**config.mk**
```make
export PLATFORM = sky130hd
export DESIGN_NAME = saturating_affine_row_dot_product
export DESIGN_NICKNAME = d
export VERILOG_FILES = /design/src/hw/rtl/sardp_pkg.sv /design/src/hw/rtl/sardp_front.sv /design/src/hw/rtl/sardp_queue.sv /design/src/hw/rtl/sardp_back.sv /design/src/hw/rtl/saturating_affine_row_dot_product.sv
export SDC_FILE = /design/constraint.sdc
export NUM_CORES = 2
export LEC_CHECK = 0
export ABC_AREA = 1
export BUFFER_PORTS_ARGS = -buffer_cell sky130_fd_sc_hd__clkbuf_2
export CORE_MARGIN = 5
export CORE_UTILIZATION = 30
export CTS_CLUSTER_SIZE = 25
export DETAILED_ROUTE_END_ITERATION = 6
export GPL_ROUTABILITY_DRIVEN = 1
export PLACE_DENSITY_LB_ADDON = 0.05
export SYNTH_ARGS = -nofsm -noshare
export SYNTH_HDL_FRONTEND = slang
export SYNTH_SLANG_ARGS = --single-unit
```
**constraint.sdc**
```tcl
create_clock -name aclk -period 9.2 [get_ports aclk]
set_input_delay 1.84 -clock aclk [delete_from_list [all_inputs] [get_ports aclk]]
set_output_delay 1.84 -clock aclk [all_outputs]
set_load 0.005 [all_outputs]
```
**src/hw/rtl/sardp_pkg.sv**
```systemverilog
`default_nettype none

package sardp_pkg;

    localparam int BLOCK_LENGTH_DEF = 512;
    localparam int QUEUE_DEPTH_DEF  = 4;

    localparam int WEIGHT_W = 8;
    localparam int ACT_W    = 16;
    localparam int PROD_W   = WEIGHT_W + ACT_W;
    localparam int BIAS_W   = 32;
    localparam int SCALE_W  = 8;
    localparam int ACC_W    = 40;
    localparam int SUM_W    = 64;
    localparam int PART_W   = 16;
    localparam int CFG_W    = 32;
    localparam int ADDR_W   = 3;

    localparam logic [PART_W-1:0] PART_LEN_RST = 16'hFFFF;

    // Register indexes, taken from paddr[2].
    localparam logic REG_PARTITION_LENGTH = 1'b0;
    localparam logic REG_SCALED_MODE      = 1'b1;

    localparam logic signed [SUM_W-1:0] SUM_MAX = 64'sh0000_0000_7FFF_FFFF;
    localparam logic signed [SUM_W-1:0] SUM_MIN = -64'sh0000_0000_8000_0000;

    // One classified element handed from the front part to the back part.
    typedef struct packed {
        logic [PROD_W-1:0]  product;
        logic [BIAS_W-1:0]  bias;
        logic [SCALE_W-1:0] scale;
        logic               first;
        logic               scaled;
        logic               flush;
        logic               part_end;
        logic               last;
    } sardp_item_t;

    typedef enum logic [1:0] {
        ST_ACCUM,
        ST_SCALE,
        ST_ADD
    } sardp_state_t;

endpackage

`default_nettype wire

```
**src/hw/rtl/sardp_front.sv**
```systemverilog
`default_nettype none

module sardp_front
    import sardp_pkg::*;
#(
    parameter int BLOCK_LENGTH = BLOCK_LENGTH_DEF
) (
    input  wire logic                aclk,
    input  wire logic                aresetn,
    input  wire logic                accept,
    input  wire logic [WEIGHT_W-1:0] weight,
    input  wire logic [ACT_W-1:0]    activation,
    input  wire logic [BIAS_W-1:0]   bias,
    input  wire logic [SCALE_W-1:0]  multiplier,
    input  wire logic                last_element,
    input  wire logic [PART_W-1:0]   partition_length,
    input  wire logic                scaled_mode,
    output sardp_item_t              item
);

    localparam int BP_W = $clog2(BLOCK_LENGTH + 1);

    logic [BP_W-1:0]   bp_reg, bp_next;
    logic [PART_W-1:0] pp_reg, pp_next;
    logic              row_active_reg, row_active_next;

    logic              first;
    logic [BP_W-1:0]   bp_inc;
    logic [PART_W-1:0] pp_inc;
    logic              block_full;
    logic              part_end;
    logic signed [PROD_W-1:0] product;

    assign product = $signed(weight) * $signed(activation);

    always_comb begin
        first      = !row_active_reg;
        bp_inc     = (first ? '0 : bp_reg) + BP_W'(scaled_mode);
        pp_inc     = (first ? '0 : pp_reg) + PART_W'(1);
        block_full = scaled_mode && (bp_inc == BP_W'(BLOCK_LENGTH));
        part_end   = (pp_inc == partition_length) || last_element;

        bp_next         = (block_full || part_end) ? '0 : bp_inc;
        pp_next         = part_end ? '0 : pp_inc;
        row_active_next = !last_element;

        item.product  = product;
        item.bias     = bias;
        item.scale    = multiplier;
        item.first    = first;
        item.scaled   = scaled_mode;
        item.flush    = block_full || part_end;
        item.part_end = part_end;
        item.last     = last_element;
    end

    always_ff @(posedge aclk) begin
        if (!aresetn) begin
            bp_reg         <= '0;
            pp_reg         <= '0;
            row_active_reg <= 1'b0;
        end else if (accept) begin
            bp_reg         <= bp_next;
            pp_reg         <= pp_next;
            row_active_reg <= row_active_next;
        end
    end

endmodule

`default_nettype wire

```
**src/hw/rtl/sardp_queue.sv**
```systemverilog
`default_nettype none

module sardp_queue
    import sardp_pkg::*;
#(
    parameter int DEPTH = QUEUE_DEPTH_DEF
) (
    input  wire logic  aclk,
    input  wire logic  aresetn,
    input  wire logic  push,
    input  wire sardp_item_t push_item,
    output logic       full,
    input  wire logic  pop,
    output sardp_item_t pop_item,
    output logic       empty
);

    localparam int PTR_W = $clog2(DEPTH);
    localparam int CNT_W = $clog2(DEPTH + 1);

    sardp_item_t       slots_reg [DEPTH];
    logic [PTR_W-1:0]  wr_ptr_reg, wr_ptr_next;
    logic [PTR_W-1:0]  rd_ptr_reg, rd_ptr_next;
    logic [CNT_W-1:0]  count_reg, count_next;
    logic              do_push, do_pop;

    assign full     = (count_reg == CNT_W'(DEPTH));
    assign empty    = (count_reg == '0);
    assign pop_item = slots_reg[rd_ptr_reg];

    always_comb begin
        do_push     = push && !full;
        do_pop      = pop && !empty;
        wr_ptr_next = (wr_ptr_reg == PTR_W'(DEPTH - 1)) ? '0 : wr_ptr_reg + PTR_W'(1);
        rd_ptr_next = (rd_ptr_reg == PTR_W'(DEPTH - 1)) ? '0 : rd_ptr_reg + PTR_W'(1);
        count_next  = count_reg + CNT_W'(do_push) - CNT_W'(do_pop);
    end

    always_ff @(posedge aclk) begin
        if (!aresetn) begin
            wr_ptr_reg <= '0;
            rd_ptr_reg <= '0;
            count_reg  <= '0;
        end else begin
            if (do_push) begin
                wr_ptr_reg <= wr_ptr_next;
            end
            if (do_pop) begin
                rd_ptr_reg <= rd_ptr_next;
            end
            count_reg <= count_next;
        end
    end

    always_ff @(posedge aclk) begin
        if (do_push) begin
            slots_reg[wr_ptr_reg] <= push_item;
        end
    end

endmodule

`default_nettype wire

```
**src/hw/rtl/sardp_back.sv**
```systemverilog
`default_nettype none

module sardp_back
    import sardp_pkg::*;
(
    input  wire logic   aclk,
    input  wire logic   aresetn,
    input  wire sardp_item_t item,
    input  wire logic   item_valid,
    output logic        item_pop,
    output logic        m_valid,
    input  wire logic   m_ready,
    output logic [31:0] m_row_sum,
    output logic        m_saturated,
    output logic [31:0] m_saturation_total
);

    localparam int MUL_W = ACC_W + SCALE_W + 1;

    sardp_state_t state_reg, state_next;

    logic signed [SUM_W-1:0] sum_reg, sum_next;
    logic signed [ACC_W-1:0] acc_reg, acc_next;
    logic signed [MUL_W-1:0] mul_reg, mul_next;
    logic [SCALE_W-1:0]      scale_reg;
    logic                    part_end_reg;
    logic                    last_reg;
    logic                    row_sat_reg, row_sat_next;
    logic [31:0]             sat_count_reg, sat_count_next;
    logic                    out_valid_reg, out_valid_next;
    logic [31:0]             out_sum_reg;
    logic                    out_sat_reg;
    logic [31:0]             out_total_reg;

    logic                    out_free;
    logic                    add_done;
    logic                    load_item;
    logic signed [SUM_W-1:0] prod_sum;
    logic signed [ACC_W-1:0] prod_acc;
    logic signed [SUM_W-1:0] sum_add;
    logic                    over, under;

    assign out_free = !out_valid_reg || m_ready;
    // The last element of a row always ends a partition, so its result is
    // formed in the add step and that step waits for a free output slot.
    assign add_done = !last_reg || out_free;

    always_comb begin
        state_next = state_reg;
        unique case (state_reg)
            ST_ACCUM: begin
                if (item_valid && item.flush) begin
                    state_next = ST_SCALE;
                end
            end
            ST_SCALE: begin
                state_next = ST_ADD;
            end
            ST_ADD: begin
                if (add_done) begin
                    state_next = ST_ACCUM;
                end
            end
            default: begin
                state_next = ST_ACCUM;
            end
        endcase
    end

    always_comb begin
        load_item = (state_reg == ST_ACCUM) && item_valid;
        item_pop  = load_item;

        prod_sum = SUM_W'($signed(item.product));
        prod_acc = ACC_W'($signed(item.product));
        sum_add  = sum_reg + SUM_W'(mul_reg);
        over     = sum_add > SUM_MAX;
        under    = sum_add < SUM_MIN;

        sum_next       = sum_reg;
        acc_next       = acc_reg;
        mul_next       = mul_reg;
        row_sat_next   = row_sat_reg;
        sat_count_next = sat_count_reg;
        out_valid_next = out_valid_reg && !m_ready;

        unique case (state_reg)
            ST_ACCUM: begin
                if (load_item) begin
                    if (item.first) begin
                        sum_next     = SUM_W'($signed(item.bias)) + (item.scaled ? '0 : prod_sum);
                        acc_next     = item.scaled ? prod_acc : '0;
                        row_sat_next = 1'b0;
                    end else begin
                        sum_next = sum_reg + (item.scaled ? '0 : prod_sum);
                        acc_next = acc_reg + (item.scaled ? prod_acc : '0);
                    end
                end
            end
            ST_SCALE: begin
                mul_next = acc_reg * $signed({1'b0, scale_reg});
                acc_next = '0;
            end
            ST_ADD: begin
                if (add_done) begin
                    sum_next = sum_add;
                    if (part_end_reg && (over || under)) begin
                        sum_next       = over ? SUM_MAX : SUM_MIN;
                        row_sat_next   = 1'b1;
                        sat_count_next = sat_count_reg + 32'd1;
                    end
                    if (last_reg) begin
                        out_valid_next = 1'b1;
                    end
                end
            end
            default: begin
            end
        endcase
    end

    always_ff @(posedge aclk) begin
        if (!aresetn) begin
            state_reg     <= ST_ACCUM;
            sum_reg       <= '0;
            acc_reg       <= '0;
            row_sat_reg   <= 1'b0;
            sat_count_reg <= '0;
            out_valid_reg <= 1'b0;
        end else begin
            state_reg     <= state_next;
            sum_reg       <= sum_next;
            acc_reg       <= acc_next;
            row_sat_reg   <= row_sat_next;
            sat_count_reg <= sat_count_next;
            out_valid_reg <= out_valid_next;
        end
    end

    always_ff @(posedge aclk) begin
        mul_reg <= mul_next;
        if (load_item) begin
            scale_reg    <= item.scale;
            part_end_reg <= item.part_end;
            last_reg     <= item.last;
        end
        if ((state_reg == ST_ADD) && add_done && last_reg) begin
            out_sum_reg   <= sum_next[31:0];
            out_sat_reg   <= row_sat_next;
            out_total_reg <= sat_count_next;
        end
    end

    assign m_valid            = out_valid_reg;
    assign m_row_sum          = out_sum_reg;
    assign m_saturated        = out_sat_reg;
    assign m_saturation_total = out_total_reg;

endmodule

`default_nettype wire

```
**src/hw/rtl/saturating_affine_row_dot_product.sv**
```systemverilog
// Channel   Direction  Handshake          Payload
// s_        in         s_valid/s_ready    weight, activation, bias, multiplier, last_element
// m_        out        m_valid/m_ready    row_sum, saturated, saturation_total
// APB       in         psel/penable       partition_length (0x0), scaled_mode (0x4)
//
// The front part classifies one element per cycle into a short queue while it is not
// full. The back part accumulates each element; one that ends a block or a partition
// then also goes through scale (by the multiplier) and add, saturated at a partition end.
// A result leaves through an output register; the row end waits only if it is full.
// Synchronous active-low reset on aresetn clears all counters and the queue.
`default_nettype none

module saturating_affine_row_dot_product
    import sardp_pkg::*;
#(
    parameter int BLOCK_LENGTH = BLOCK_LENGTH_DEF,
    parameter int QUEUE_DEPTH  = QUEUE_DEPTH_DEF
) (
    input  wire logic               aclk,
    input  wire logic               aresetn,
    input  wire logic               s_valid,
    output logic                    s_ready,
    input  wire logic [WEIGHT_W-1:0] s_weight,
    input  wire logic [ACT_W-1:0]   s_activation,
    input  wire logic [BIAS_W-1:0]  s_bias,
    input  wire logic [SCALE_W-1:0] s_multiplier,
    input  wire logic               s_last_element,
    output logic                    m_valid,
    input  wire logic               m_ready,
    output logic [31:0]             m_row_sum,
    output logic                    m_saturated,
    output logic [31:0]             m_saturation_total,
    input  wire logic               psel,
    input  wire logic               penable,
    input  wire logic               pwrite,
    input  wire logic [ADDR_W-1:0]  paddr,
    input  wire logic [CFG_W-1:0]   pwdata,
    output logic [CFG_W-1:0]        prdata,
    output logic                    pready
);

    logic [PART_W-1:0] part_len_reg;
    logic              scaled_mode_reg;
    logic              cfg_write;
    logic              accept;
    logic              queue_full;
    logic              queue_empty;
    logic              queue_pop;
    sardp_item_t       front_item;
    sardp_item_t       back_item;

    assign pready    = 1'b1;
    assign cfg_write = psel && penable && pwrite && pready;
    assign s_ready   = !queue_full;
    assign accept    = s_valid && s_ready;

    always_ff @(posedge aclk) begin
        if (!aresetn) begin
            part_len_reg    <= PART_LEN_RST;
            scaled_mode_reg <= 1'b1;
        end else if (cfg_write) begin
            unique case (paddr[2])
                REG_PARTITION_LENGTH: part_len_reg    <= pwdata[PART_W-1:0];
                REG_SCALED_MODE:      scaled_mode_reg <= pwdata[0];
                default: begin
                end
            endcase
        end
    end

    always_comb begin
        unique case (paddr[2])
            REG_PARTITION_LENGTH: prdata = CFG_W'(part_len_reg);
            REG_SCALED_MODE:      prdata = CFG_W'(scaled_mode_reg);
            default:              prdata = '0;
        endcase
    end

    sardp_front #(
        .BLOCK_LENGTH(BLOCK_LENGTH)
    ) u_front (
        .aclk             (aclk),
        .aresetn          (aresetn),
        .accept           (accept),
        .weight           (s_weight),
        .activation       (s_activation),
        .bias             (s_bias),
        .multiplier       (s_multiplier),
        .last_element     (s_last_element),
        .partition_length (part_len_reg),
        .scaled_mode      (scaled_mode_reg),
        .item             (front_item)
    );

    sardp_queue #(
        .DEPTH(QUEUE_DEPTH)
    ) u_queue (
        .aclk      (aclk),
        .aresetn   (aresetn),
        .push      (accept),
        .push_item (front_item),
        .full      (queue_full),
        .pop       (queue_pop),
        .pop_item  (back_item),
        .empty     (queue_empty)
    );

    sardp_back u_back (
        .aclk               (aclk),
        .aresetn            (aresetn),
        .item               (back_item),
        .item_valid         (!queue_empty),
        .item_pop           (queue_pop),
        .m_valid            (m_valid),
        .m_ready            (m_ready),
        .m_row_sum          (m_row_sum),
        .m_saturated        (m_saturated),
        .m_saturation_total (m_saturation_total)
    );

endmodule

`default_nettype wire
```
==> metrics.yaml <==
synth:
  seq_area_frac_synth_pct: 29.9
  yosysMostFrequentCell: "nand2_1"
  synth_common_cells: "nand2_1 (1801), inv_1 (1498), nor2_1 (602)"
  avgSynthCellArea_um2: 7.37
  synth-main-ff-cell: "edfxtp_1"
  synth_largest_area_cell: "edfxtp_1"
  synth_edf_count: 400
  ys_types: 60
  syn_area_um2: 53100
  synth-seq-cells: 593
  synth_top_cell_area_share_pct: 22.6
  ys.warnings.count: 0
  synthArstFlopShare_pct: 0
  synthTopCellsByArea: "edfxtp_1 (23%), fa_1 (13%), nand2_1 (13%)"
  syn_inst: 7199
floorplan:
  dieWidth_um: 431
  core_um2: 176000
  die_y_um: 431
  die-area_um2: 185000
  initial_core_util_pct: 30.1
  io_pins: 207
  row_count: 154
setup_path:
  reg2regPathDepth: 21
  critPathMostFrequentCell: "nand2_1"
  slowest_stage: "fa_1"
  crit_path_start_kind: "primary input"
  cp_max_fo: 17
  rrSetupSlack_ps: 2590
  worst-path-buf-inv: 3
  required_ps: 9630
  reg2reg_to: "u_back.mul_reg[46]$_DFFE_PP_"
  max_stage_delay_ps: 550
  r2r_start: "u_back.scale_reg[1]$_DFFE_PP_"
  end_kind: "flip-flop"
  critPathTopFamily: "adder cells"
  worstPathArrival_ps: 7520
  critPathKind: "in2reg"
routing:
  drt_iter0_drc: 2909
  drc_errors: 0
  first_pass_iters: 5
  drt-vias-per-instance: 4.69
  vias: 45280
  antenna_left: 0
  avgRoutedWirePerCell_um: 18.7
  drt_wl_total_um: 181000
timing:
  period_share_pct: 77.0
  hold_viol: 0
  setup_ws_ps: 2120
  post-route-min-period_ps: 7080
  max_freq_mhz: 141
  relSlewSlack_pct: 32.1
  setup_viol: 0
  finClkSkew_ps: 85.4
  tightest_slew_ps: 992
  drv_slew: 0
  whs_ps: 463
  rsz0062_at_grt: "false"
  finalSetupTns_ps: 0
placement:
  hpwl_um: 142000
  port_buffers: 171
  placed_area_um2: 56300
  place_ws_ps: 1270
  place_congestion: 0.902
min_path:
  worstHoldEndpoint: "u_front.pp_reg[3]$_SDFFE_PN0P_"
  holdCritPathClass: "reg2reg"
  hold_depth: 2
  min_from: "u_front.pp_reg[3]$_SDFFE_PN0P_"
global_routing:
  grt_pass1_wl_um: 276000
  grt_max_degree: 87
  grt_usage_pct: 19.2
  antenna_found_initial: 3
  grt-ovfl-total: 0
  grt_pass1_vias: 45353
clock_tree:
  clk_pin_slew_ps: 60
  cts_buffers: 76
  clock_sinks: 593
  cts_resized: 0
  clockBufferDepth: 3
  htreeDepth: 3
  post_cts_buffers: 0
  postCtsHoldBufs: 0
  clkLatencyLatePin_ps: 730
  tritoncts: "built"
  ctsRootBufferMaster: "clkbuf_16"
final_layout:
  final_design_area_no_fill_um2: 58900
  layout-drive-gt1-share_pct: 5.91
  largest_reg_flops: 276
  nets: 8024
  areaGrowthSynthToFinish_pct: 11.0
power_and_ir_drop:
  p_per_area_nw_per_um2: 398
  vdd_ir_drop_max_mv: 0.176
  leakage_nw: 29.9
outcome:
  status: "complete, no violations"
job:
  maxCapViolations: 0
report_power, final:
part	total [mW]	leakage, nW	switching (mW)	internal, mW
sequential	4.64	5.25	0.668	3.97
combinational	15.7	23.4	10.8	4.88
clock	3.13	1.25	1.30	1.83
cells in the final DEF (no fill, tap or decap), drive strengths merged, types with 193 or more instances in the layout:
| master | instances |
|---|---|
| nand2 | 1810 |
| inv | 1511 |
| nor2 | 614 |
| a21oi | 479 |
| o21ai | 426 |
| edfxtp | 400 |
| fa | 353 |
| ha | 319 |
| clkbuf | 273 |
| dfxtp | 193 |
worst register-to-register path, cell delays in order, from the launching register on:
cell,delay [ps]
edfxtp_1,780
buf_4,490
nand2_1,140
fa_1,520
inv_1,50
fa_1,540
inv_1,60
fa_1,470
inv_1,60
fa_1,470
ha_1,360
a21oi_1,130
a21boi_0,310
o21ai_0,230
a21oi_1,270
o21ai_0,180
a21boi_0,520
o21ai_0,270
nand3_1,120
nand2_1,110
a21oi_1,180
xor2_1,80
metrics by stage:
| step | std cells | utilization (%) | power [mW] |
|---|---|---|---|
| finish | 9651 | 33.4 | 23.4 |
| global route | 9648 | 33.4 | 25.8 |
| CTS | 9648 | 33.4 | 23.7 |
| detailed placement | 9507 | 32.0 | 20.4 |
| global placement | 9507 | 32.0 | 20.4 |
| floorplan | 7214 | - | 15.2 |
how the worst max path moves through the flow:
stage,slack (ps),from,end,cells past startpoint
finish,2120,s_weight[7],u_queue.slots_reg[3][67]$_DFFE_PP_,25
global route,1560,s_weight[7],u_queue.slots_reg[0][67]$_DFFE_PP_,25
CTS,2040,s_weight[7],u_queue.slots_reg[0][67]$_DFFE_PP_,25
detailed placement,1270,s_weight[7],u_queue.slots_reg[3][67]$_DFFE_PP_,25
global placement,1270,s_weight[7],u_queue.slots_reg[2][67]$_DFFE_PP_,25
floorplan,2150,s_weight[4],u_queue.slots_reg[0][67]$_DFFE_PP_,25
final cells by class:
class	instances	area [µm²]
fill	19207	117000
multi-input combinational	4838	30500
sequential	593	15900
inverter	1515	5700
tap	2340	2930
clock buffer	102	2140
timing repair buffer	221	1240
clock inverter	39	462
antenna	3	7.51
kinds of logic (layout without fill, tap and decap cells):
kind of cell               Yosys count  after routing  synth area share, %
other                                2             20               0.0142
and+or+nand+nor                   2802           2802                 21.4
buffers and inverters             1783           1877                 12.8
adders and majority gates          672            672                 20.8
AOI/OAI and AO/OA                 1177           1177                 12.2
DFF                                593            593                 29.9
xor gates and xnor gates           169            169                 2.82
muxes                                1              1               0.0212
metal layers:
metal	routed length [µm]	vias up	global-route usage [%]
met5	0	-	0
met4	4030	0	4.76
met3	7170	166	2.09
met2	80300	784	30.6
met1	89500	21646	27.9
li1	-	22684	-
(Power assumes the default switching activity.)
